$ cat src/hdl/next_fit_bitmap_allocator_macros.svh
// ----------------------------------------------------------------------------
// next_fit_bitmap_allocator_macros
// Assertion macros for the next-fit bitmap allocator; empty when SYNTH is set.
// ----------------------------------------------------------------------------
`ifndef NEXT_FIT_BITMAP_ALLOCATOR_MACROS_SVH
`define NEXT_FIT_BITMAP_ALLOCATOR_MACROS_SVH
`ifndef SYNTH
// Same-cycle implication
`define NFBA_ASSERT_IMPL(label, clk_s, rstn_s, ante, cons) \
    label: assert property (@(posedge clk_s) disable iff (!rstn_s) (ante) |-> (cons)) \
        else $error("nfba assertion failed");
// Next-cycle implication
`define NFBA_ASSERT_NEXT(label, clk_s, rstn_s, ante, cons) \
    label: assert property (@(posedge clk_s) disable iff (!rstn_s) (ante) |=> (cons)) \
        else $error("nfba assertion failed");
`else
`define NFBA_ASSERT_IMPL(label, clk_s, rstn_s, ante, cons)
`define NFBA_ASSERT_NEXT(label, clk_s, rstn_s, ante, cons)
`endif
`endif

$ cat src/hdl/nfba_pkg.sv
// ----------------------------------------------------------------------------
// nfba_pkg
// Shared constants, codes and controller/datapath interface types.
// ----------------------------------------------------------------------------
package nfba_pkg;

    localparam int MAX_CLUSTERS = 65536;
    localparam int MAP_BYTES    = MAX_CLUSTERS / 8;
    localparam int ADDR_W       = $clog2(MAP_BYTES);
    localparam int CNT_W        = $clog2(MAX_CLUSTERS) + 1;
    localparam int IDX_W        = 16;
    localparam int CFG_W        = 17;
    localparam int CFG_IDX_W    = 1;
    localparam int IN_W         = 24;
    localparam int OUT_W        = 40;

    // Configuration register indexes
    localparam logic [CFG_IDX_W-1:0] REG_TOTAL    = 1'b0;
    localparam logic [CFG_IDX_W-1:0] REG_RESERVED = 1'b1;

    typedef enum logic [1:0] {
        CMD_ALLOC  = 2'd0,
        CMD_FREE   = 2'd1,
        CMD_FORMAT = 2'd2,
        CMD_NOP    = 2'd3
    } cmd_t;

    typedef enum logic [1:0] {
        ST_OK       = 2'd0,
        ST_FULL     = 2'd1,
        ST_RANGE    = 2'd2,
        ST_NOT_USED = 2'd3
    } status_t;

    // Controller to datapath
    typedef struct packed {
        logic accept;
        logic full_set;
        logic range_set;
        logic scan_run;
        logic free_chk;
        logic sweep_run;
    } dp_ctl_t;

    // Datapath to controller
    typedef struct packed {
        cmd_t cmd;
        logic map_full;
        logic range_err;
        logic found;
        logic exhausted;
        logic sweep_last;
    } dp_sts_t;

endpackage

$ cat src/hdl/nfba_ctrl.sv
// ----------------------------------------------------------------------------
// nfba_ctrl
// Sequencer for the allocator: clear after reset, decode each request and
// step the datapath through scan, free and format sweeps.
// ----------------------------------------------------------------------------
module nfba_ctrl
(
    input  logic               clk,
    input  logic               rst_n,
    input  logic               in_valid,
    output logic               in_ready,
    input  logic               out_busy,
    output logic               out_load,
    input  nfba_pkg::dp_sts_t  sts,
    output nfba_pkg::dp_ctl_t  ctl
);

    typedef enum logic [2:0] {
        S_CLEAR,
        S_IDLE,
        S_DECODE,
        S_SCAN,
        S_FREE_RD,
        S_FREE_CHK,
        S_FORMAT,
        S_RESULT
    } state_t;

    state_t state_reg;
    state_t state_next;

    // Next state and datapath commands
    always_comb
    begin
        state_next    = state_reg;
        ctl           = '0;
        in_ready      = 1'b0;
        out_load      = 1'b0;
        unique case (state_reg)
            S_CLEAR:
            begin
                ctl.sweep_run = 1'b1;
                if (sts.sweep_last)
                begin
                    state_next = S_IDLE;
                end
            end
            S_IDLE:
            begin
                in_ready   = 1'b1;
                ctl.accept = in_valid;
                if (in_valid)
                begin
                    state_next = S_DECODE;
                end
            end
            S_DECODE:
            begin
                unique case (sts.cmd)
                    nfba_pkg::CMD_ALLOC:
                    begin
                        if (sts.map_full)
                        begin
                            ctl.full_set = 1'b1;
                            state_next   = S_RESULT;
                        end
                        else
                        begin
                            state_next = S_SCAN;
                        end
                    end
                    nfba_pkg::CMD_FREE:
                    begin
                        if (sts.range_err)
                        begin
                            ctl.range_set = 1'b1;
                            state_next    = S_RESULT;
                        end
                        else
                        begin
                            state_next = S_FREE_RD;
                        end
                    end
                    nfba_pkg::CMD_FORMAT:
                    begin
                        state_next = S_FORMAT;
                    end
                    default:
                    begin
                        state_next = S_RESULT;
                    end
                endcase
            end
            S_SCAN:
            begin
                ctl.scan_run = 1'b1;
                if (sts.found || sts.exhausted)
                begin
                    state_next = S_RESULT;
                end
            end
            S_FREE_RD:
            begin
                state_next = S_FREE_CHK;
            end
            S_FREE_CHK:
            begin
                ctl.free_chk = 1'b1;
                state_next   = S_RESULT;
            end
            S_FORMAT:
            begin
                ctl.sweep_run = 1'b1;
                if (sts.sweep_last)
                begin
                    state_next = S_RESULT;
                end
            end
            S_RESULT:
            begin
                if (!out_busy)
                begin
                    out_load   = 1'b1;
                    state_next = S_IDLE;
                end
            end
            default:
            begin
                state_next = S_IDLE;
            end
        endcase
    end

    // Hold state
    always_ff @(posedge clk or negedge rst_n)
    begin
        if (!rst_n)
        begin
            state_reg <= S_CLEAR;
        end
        else
        begin
            state_reg <= state_next;
        end
    end

endmodule

$ cat config.mk
export PLATFORM = sky130hd
export DESIGN_NAME = nfba_ctrl
export DESIGN_NICKNAME = d
export VERILOG_FILES = /design/src/hdl/next_fit_bitmap_allocator_macros.svh /design/src/hdl/nfba_pkg.sv /design/src/hdl/nfba_ctrl.sv
export SDC_FILE = /design/constraint.sdc
export NUM_CORES = 1
export LEC_CHECK = 0
export ABC_AREA = 1
export BUFFER_PORTS_ARGS = -buffer_cell sky130_fd_sc_hd__clkbuf_2
export CORE_AREA = 2 2 39 41
export DETAILED_ROUTE_END_ITERATION = 12
export DIE_AREA = 0 0 41 43
export GPL_TIMING_DRIVEN = 1
export HOLD_SLACK_MARGIN = 0.12
export MAX_ROUTING_LAYER = met4
export PLACE_DENSITY_LB_ADDON = 0.05
export SYNTH_ARGS = -nofsm -noshare
export SYNTH_HDL_FRONTEND = slang
export SYNTH_SLANG_ARGS = --single-unit
$ cat constraint.sdc
create_clock -name clk -period 1.3 [get_ports clk]
set_input_delay 0 -clock clk [delete_from_list [all_inputs] [get_ports clk]]
set_output_delay 0 -clock clk [all_outputs]
set_load 0.1 [all_outputs]
# After elaboration in Yosys (flattened, before gate mapping)
# Cells that the tools add are included.
[totals]
regBits = 3
wordCells = 41
in_bits = 11
[classes]
muxes = 21
eq_ne = 14
reduce_logical = 5
[op_table]
columns = ["operator", "n"]
rows = [
  ["case mux 3 bit (8 select lines)", 1],
  ["2-to-1 mux 3 bit", 6],
  ["== test 3 bit, second input constant", 4],
  ["2-to-1 mux 1 bit", 11],
  ["inequality test 2 bit, second input constant", 5],
  ["case mux 3 bit (3 select lines)", 1],
  ["== test 3 x 2 -> 1 bit, second input constant", 2],
  ["AND reduction 5 bit", 1],
  ["2-to-1 mux 2 bit", 2],
  ["== test 3 x 1 -> 1 bit, second input constant", 1],
  ["zero test 3 bit", 1],
  ["== test 2 x 1 -> 1 bit, second input constant", 1],
  ["== test 2 bit, second input constant", 1],
  ["zero test 2 bit", 1],
  ["OR reduction 2 bit", 1],
  ["logical OR 1 bit", 1],
]

# Depth between registers and ports, before layout
[depth]
ltp_word = 3
ltp_mapped = 9
depth_no_buf = 8

# Worst setup path before layout
# No wires, ideal clock.
[synth_path]
path_kind = "register to output"
startpoint = "register state_reg[1]"
endpoint = "output ctl[1] (netlist name)"
path_stages_with_launch = 3
required_ps = 1300
slack_ps = -1275
arrival_time_ps = 2575
path_cell_list = "dfrtp_1 buf_6 nor3_1"
[synth_lines]
columns = ["item", "line", "text"]
rows = [
  ["start: declaration", "nfba_ctrl.sv:29", "state_t state_reg;"],
  ["start signal: assignment", "nfba_ctrl.sv:143", "state_reg <= state_next;"],
  ["end: declaration", "nfba_ctrl.sv:15", "output nfba_pkg::dp_ctl_t ctl"],
]

# Worst setup path after layout
[layout_path]
startpoint = "register state_reg[0]"
endpoint = "output out_load"
[layout_via]
elab_chain_len = 2
[layout_lines]
columns = ["item", "line", "text"]
rows = [
  ["== test 3 bit", "nfba_ctrl.sv:39", "unique case (state_reg)"],
  ["2-to-1 mux 1 bit", "nfba_ctrl.sv:39", ""],
  ["end: declaration", "nfba_ctrl.sv:13", "output logic out_load,"],
]
# No other way between the ends.

==> tab_implementation.tex <==
\begin{tabular}{lr}
\hline
Metric & Value \\
\hline
\multicolumn{2}{l}{\textbf{Yosys}} \\
\quad Synth warnings & 0 \\
\quad Summed instance area of the synthesized netlist & 502 um\^{}2 \\
\quad Mean area per synthesized cell & around 6.7 um\^{}2 \\
\quad Gate Count Post-Synth & 75 \\
\quad Post-synthesis mux area share & 0 \\
\quad Sequential element share of the synthesized area & 0.150 \\
\quad Parity-gate share of the synthesized area counting xor and xnor cells & 0 \\
\quad Register bit count reported by yosys & 3 \\
\quad Fraction of the mapped netlist area in adder cells & 0.0998 \\
\quad Number of distinct library cells after synthesis & 19 \\
\quad Main combinational cell family by area after synthesis & simple AND/OR/NAND/NOR gates \\
\quad Basic-gate share of the synthesized area counting and, or, nand and nor cells & 0.564 \\
\quad Post-synth net total & 90 \\
\quad Share of the synthesized area in compound gates (AO/OA/AOI/OAI) & 0.00998 \\
\multicolumn{2}{l}{\textbf{Run status}} \\
\quad Run status & finished with violations \\
\quad Violated checks & negative setup slack \\
\multicolumn{2}{l}{\textbf{Worst setup path}} \\
\quad Arrival time of the worst setup path & 1310 ps \\
\quad Cell class contributing the biggest share of worst-path delay & flip-flops \\
\quad Critical setup path kind & register to output port \\
\quad Worst Path Max Fanout & 8 \\
\quad Startpoint types & register \\
\quad Critical path capture point type & output port \\
\quad Cells along the critical path & nand2\_4 > buf\_6 > nor3\_4 > buf\_12 \\
\quad Critical Path Max Stage Delay & approximately 530 ps \\
\quad Crit path buffers/inverters & 2 \\
\quad Worst Path Required & 1300 ps \\
\quad Critical path's slowest cell & sky130\_fd\_sc\_hd\_\_dfrtp\_2 \\
\multicolumn{2}{l}{\textbf{STA}} \\
\quad Unrepaired setup endpoints after global routing & yes \\
\quad Fin. Hold Viols & 0 \\
\quad Number of pins with negative max-slew slack in the final report & 0 \\
\quad Worst Tran Pin Value & 289 ps \\
\quad Maximum achievable frequency & between 0.7 and 0.8 GHz \\
\quad Final Worst Setup Slack & -7.12 ps \\
\quad Shortest clock period the worst path allows after layout & $\sim$1300 ps \\
\quad Fin Hold WS & $\sim$180 ps \\
\quad Portion of the clock cycle consumed by the worst path in the final layout & 1.01 \\
\quad Setup-violating endpoint count in the final report & 2 \\
\quad Worst clock skew on the final layout & between 0.9 and 1 ps \\
\quad Relative slew margins & 0.807 \\
\multicolumn{2}{l}{\textbf{Global routing}} \\
\quad Number of global-route vias before repair & 532 \\
\quad Most utilized layer in the global route result & met2 \\
\quad Antenna violations before repair & 0 \\
\quad GRT overflow & 0 \\
\quad Maximum number of pins on one net before global-route repair & 9 \\
\quad Global-route wire length before repair & roughly 2000 um \\
\quad Met3 routing resource usage after global routing & 0.0366 \\
\quad All-Layer GR Usage & 0.161 \\
\quad Met2 routing resource usage after global routing & 0.284 \\
\quad M1 GR Usage & 0.179 \\
\multicolumn{2}{l}{\textbf{Power}} \\
\quad Static leakage & 0.457 nW \\
\quad Cell Pwr Density & between 2000 and 3000 nW/um\^{}2 \\
\quad Worst IR drop on VDD & between 1500 and 2000 uV \\
\quad Tot Pwr & between 0.002 and 0.003 W \\
\multicolumn{2}{l}{\textbf{Die}} \\
\quad Die height & $\sim$43 um \\
\quad Die span in x & 41 um \\
\quad Starting Density & 0.363 \\
\quad Core Area & roughly 1400 um\^{}2 \\
\quad Die ar. & $\sim$1800 um\^{}2 \\
\quad Number of top-level design ports & 19 \\
\quad Site row count & 14 \\
\multicolumn{2}{l}{\textbf{Finish}} \\
\quad Most used cells in the layout excluding fill and tap cells & sky130\_fd\_sc\_hd\_\_nand2\_1, sky130\_fd\_sc\_hd\_\_clkbuf\_2, sky130\_fd\_sc\_hd\_\_buf\_12 \\
\quad Largest register FFs & 3 \\
\quad Number of inserted filler cells in the final layout & $\sim$120 \\
\quad Fin nets & around 120 \\
\quad Final std cells w/o fill & 122 \\
\quad Commonest non-fill, non-tap cell in the layout & sky130\_fd\_sc\_hd\_\_nand2\_1 \\
\quad Cell area after layout & roughly 890 um\^{}2 \\
\quad Number of antenna diodes & 0 \\
\quad Fraction of layout instances using a drive strength above 1 & 0.538 \\
\quad Synth-to-layout area growth & 78.1\% \\
\multicolumn{2}{l}{\textbf{Placed design}} \\
\quad Total cell area at the placement stage & 795 um\^{}2 \\
\quad Gpl congestion & about 0.80 \\
\quad Setup slack after placement & -47.9 ps \\
\quad Detailed Place HPWL & about 920 um \\
\quad Number of instances in the placed design & between 100 and 150 \\
\quad Buffers on Ports & 18 \\
\multicolumn{2}{l}{\textbf{Clock tree}} \\
\quad Clock-pin slew on the worst setup and hold paths & roughly 40 ps \\
\quad CTS Root Buffer Type & sky130\_fd\_sc\_hd\_\_clkbuf\_4 \\
\quad Maximum level of the CTS H-tree & 1 \\
\quad TritonCTS clock tree & done \\
\quad Insertion delay of the later-clocked pin in the worst-skew pair & approximately 220 ps \\
\quad Clock buffer depth & 2 \\
\quad Clock sink count & 3 \\
\quad Num CTS Buffers & 3 \\
\multicolumn{2}{l}{\textbf{Routing}} \\
\quad Detailed Route Iter0 Violations & 2 \\
\quad WL per Instance & around 9 um \\
\quad Via count & 537 \\
\quad Vias per inst & approximately 4.4 \\
\quad DRC Markers & 0 \\
\quad Number of detailed-routing iterations run before antenna repair & 4 \\
\quad Count of nets left with antenna violations after detail routing & 0 \\
\quad Final wirelength & 1100 um \\
\multicolumn{2}{l}{\textbf{Worst hold path}} \\
\quad Min-delay worst type & input pin to register \\
\multicolumn{2}{l}{\textbf{Job}} \\
\quad Max-cap violations & 0 \\
\hline
\end{tabular}
-- what timing repair did --
item | 4_1_cts | 5_1_grt
buffers inserted | 5 | 0
pin swaps | 4 | 3
setup endpoints to repair | 11 | 11
gates resized for setup | 4 | 3
hold buffers | 2 | 0
endpoints found under the hold margin | 3 | 0
-- through the flow --
step,util,setup TNS [ps]
after floorplan,-,-795
after global placement,0.574,-195
after detailed placement,0.574,-136
after CTS,0.635,-67.0
after global routing,0.646,-470
final,0.646,-10.1
-- routing by layer --
metal / share of wire / vias to the layer above
li1: - / 293
met1: 0.40 / 231
met2: 0.56 / 13
met3: 0.039 / 0
met4: 0 / 0
met5: 0 / -
-- worst paths after layout --
path	from	endpoint	slack, ps	cells after the start
worst min register to register	state_reg[0]	state_reg[0]	690	2
worst max register to register	state_reg[0]	state_reg[1]	30	8
worst min-delay path	in_valid	state_reg[2]	180	5
min in group asynchronous	rst_n	state_reg[2]	670	3
worst max-delay path	state_reg[0]	out_load	-7	4
max in group asynchronous	rst_n	state_reg[1]	480	3
-- worst min-delay path: stages --
cell and delay [ps]:
sky130_fd_sc_hd__clkbuf_2 90, sky130_fd_sc_hd__nor2_2 40, sky130_fd_sc_hd__inv_1 80, sky130_fd_sc_hd__nand3_1 80, sky130_fd_sc_hd__nand2_1 70
-- final cells by class --
type	instances	area (um^2)	share of cell area
multi-input cells	57	390	0.437
repair buffers	30	317	0.354
flip-flops and latches	3	78.8	0.0882
inverters	12	61.3	0.0686
clock buffers	4	26.3	0.0294
well taps	16	20.0	0.0224
-- synth_stat cells --
cell	number	area share
sky130_fd_sc_hd__a21oi_1	1	0.010
sky130_fd_sc_hd__buf_6	3	0.067
sky130_fd_sc_hd__clkinv_1	1	0.0075
sky130_fd_sc_hd__dfrtp_1	3	0.15
sky130_fd_sc_hd__ha_1	4	0.10
sky130_fd_sc_hd__inv_1	8	0.060
sky130_fd_sc_hd__inv_2	1	0.0075
sky130_fd_sc_hd__inv_6	2	0.035
sky130_fd_sc_hd__nand2_1	18	0.13
sky130_fd_sc_hd__nand2_2	2	0.025
sky130_fd_sc_hd__nand2_4	2	0.045
sky130_fd_sc_hd__nand3_1	7	0.070
sky130_fd_sc_hd__nand3_2	3	0.060
sky130_fd_sc_hd__nand3b_1	1	0.015
sky130_fd_sc_hd__nand4_1	1	0.012
sky130_fd_sc_hd__nor2_1	9	0.067
sky130_fd_sc_hd__nor2_2	6	0.075
sky130_fd_sc_hd__nor2_8	1	0.040
sky130_fd_sc_hd__nor3_1	2	0.020
-- cell families (layout without fill, tap and decap cells) --
family          Yosys count  after routing
compound gates            1              1
fa+ha+maj                 4              4
buf+inv                  15             46
simple gates             52             52
flops                     3              3
-- power by group --
part	total [W]	internal, W	leakage, nW	switching, W
Combinational	0.00204	0.000826	0.410	0.00121
Sequential	0.000322	0.000156	0.0316	0.000166
Clock	0.000158	0.000115	0.0150	0.0000429
Total	0.00252	0.00110	0.457	0.00142
(Power assumes the default switching activity.)
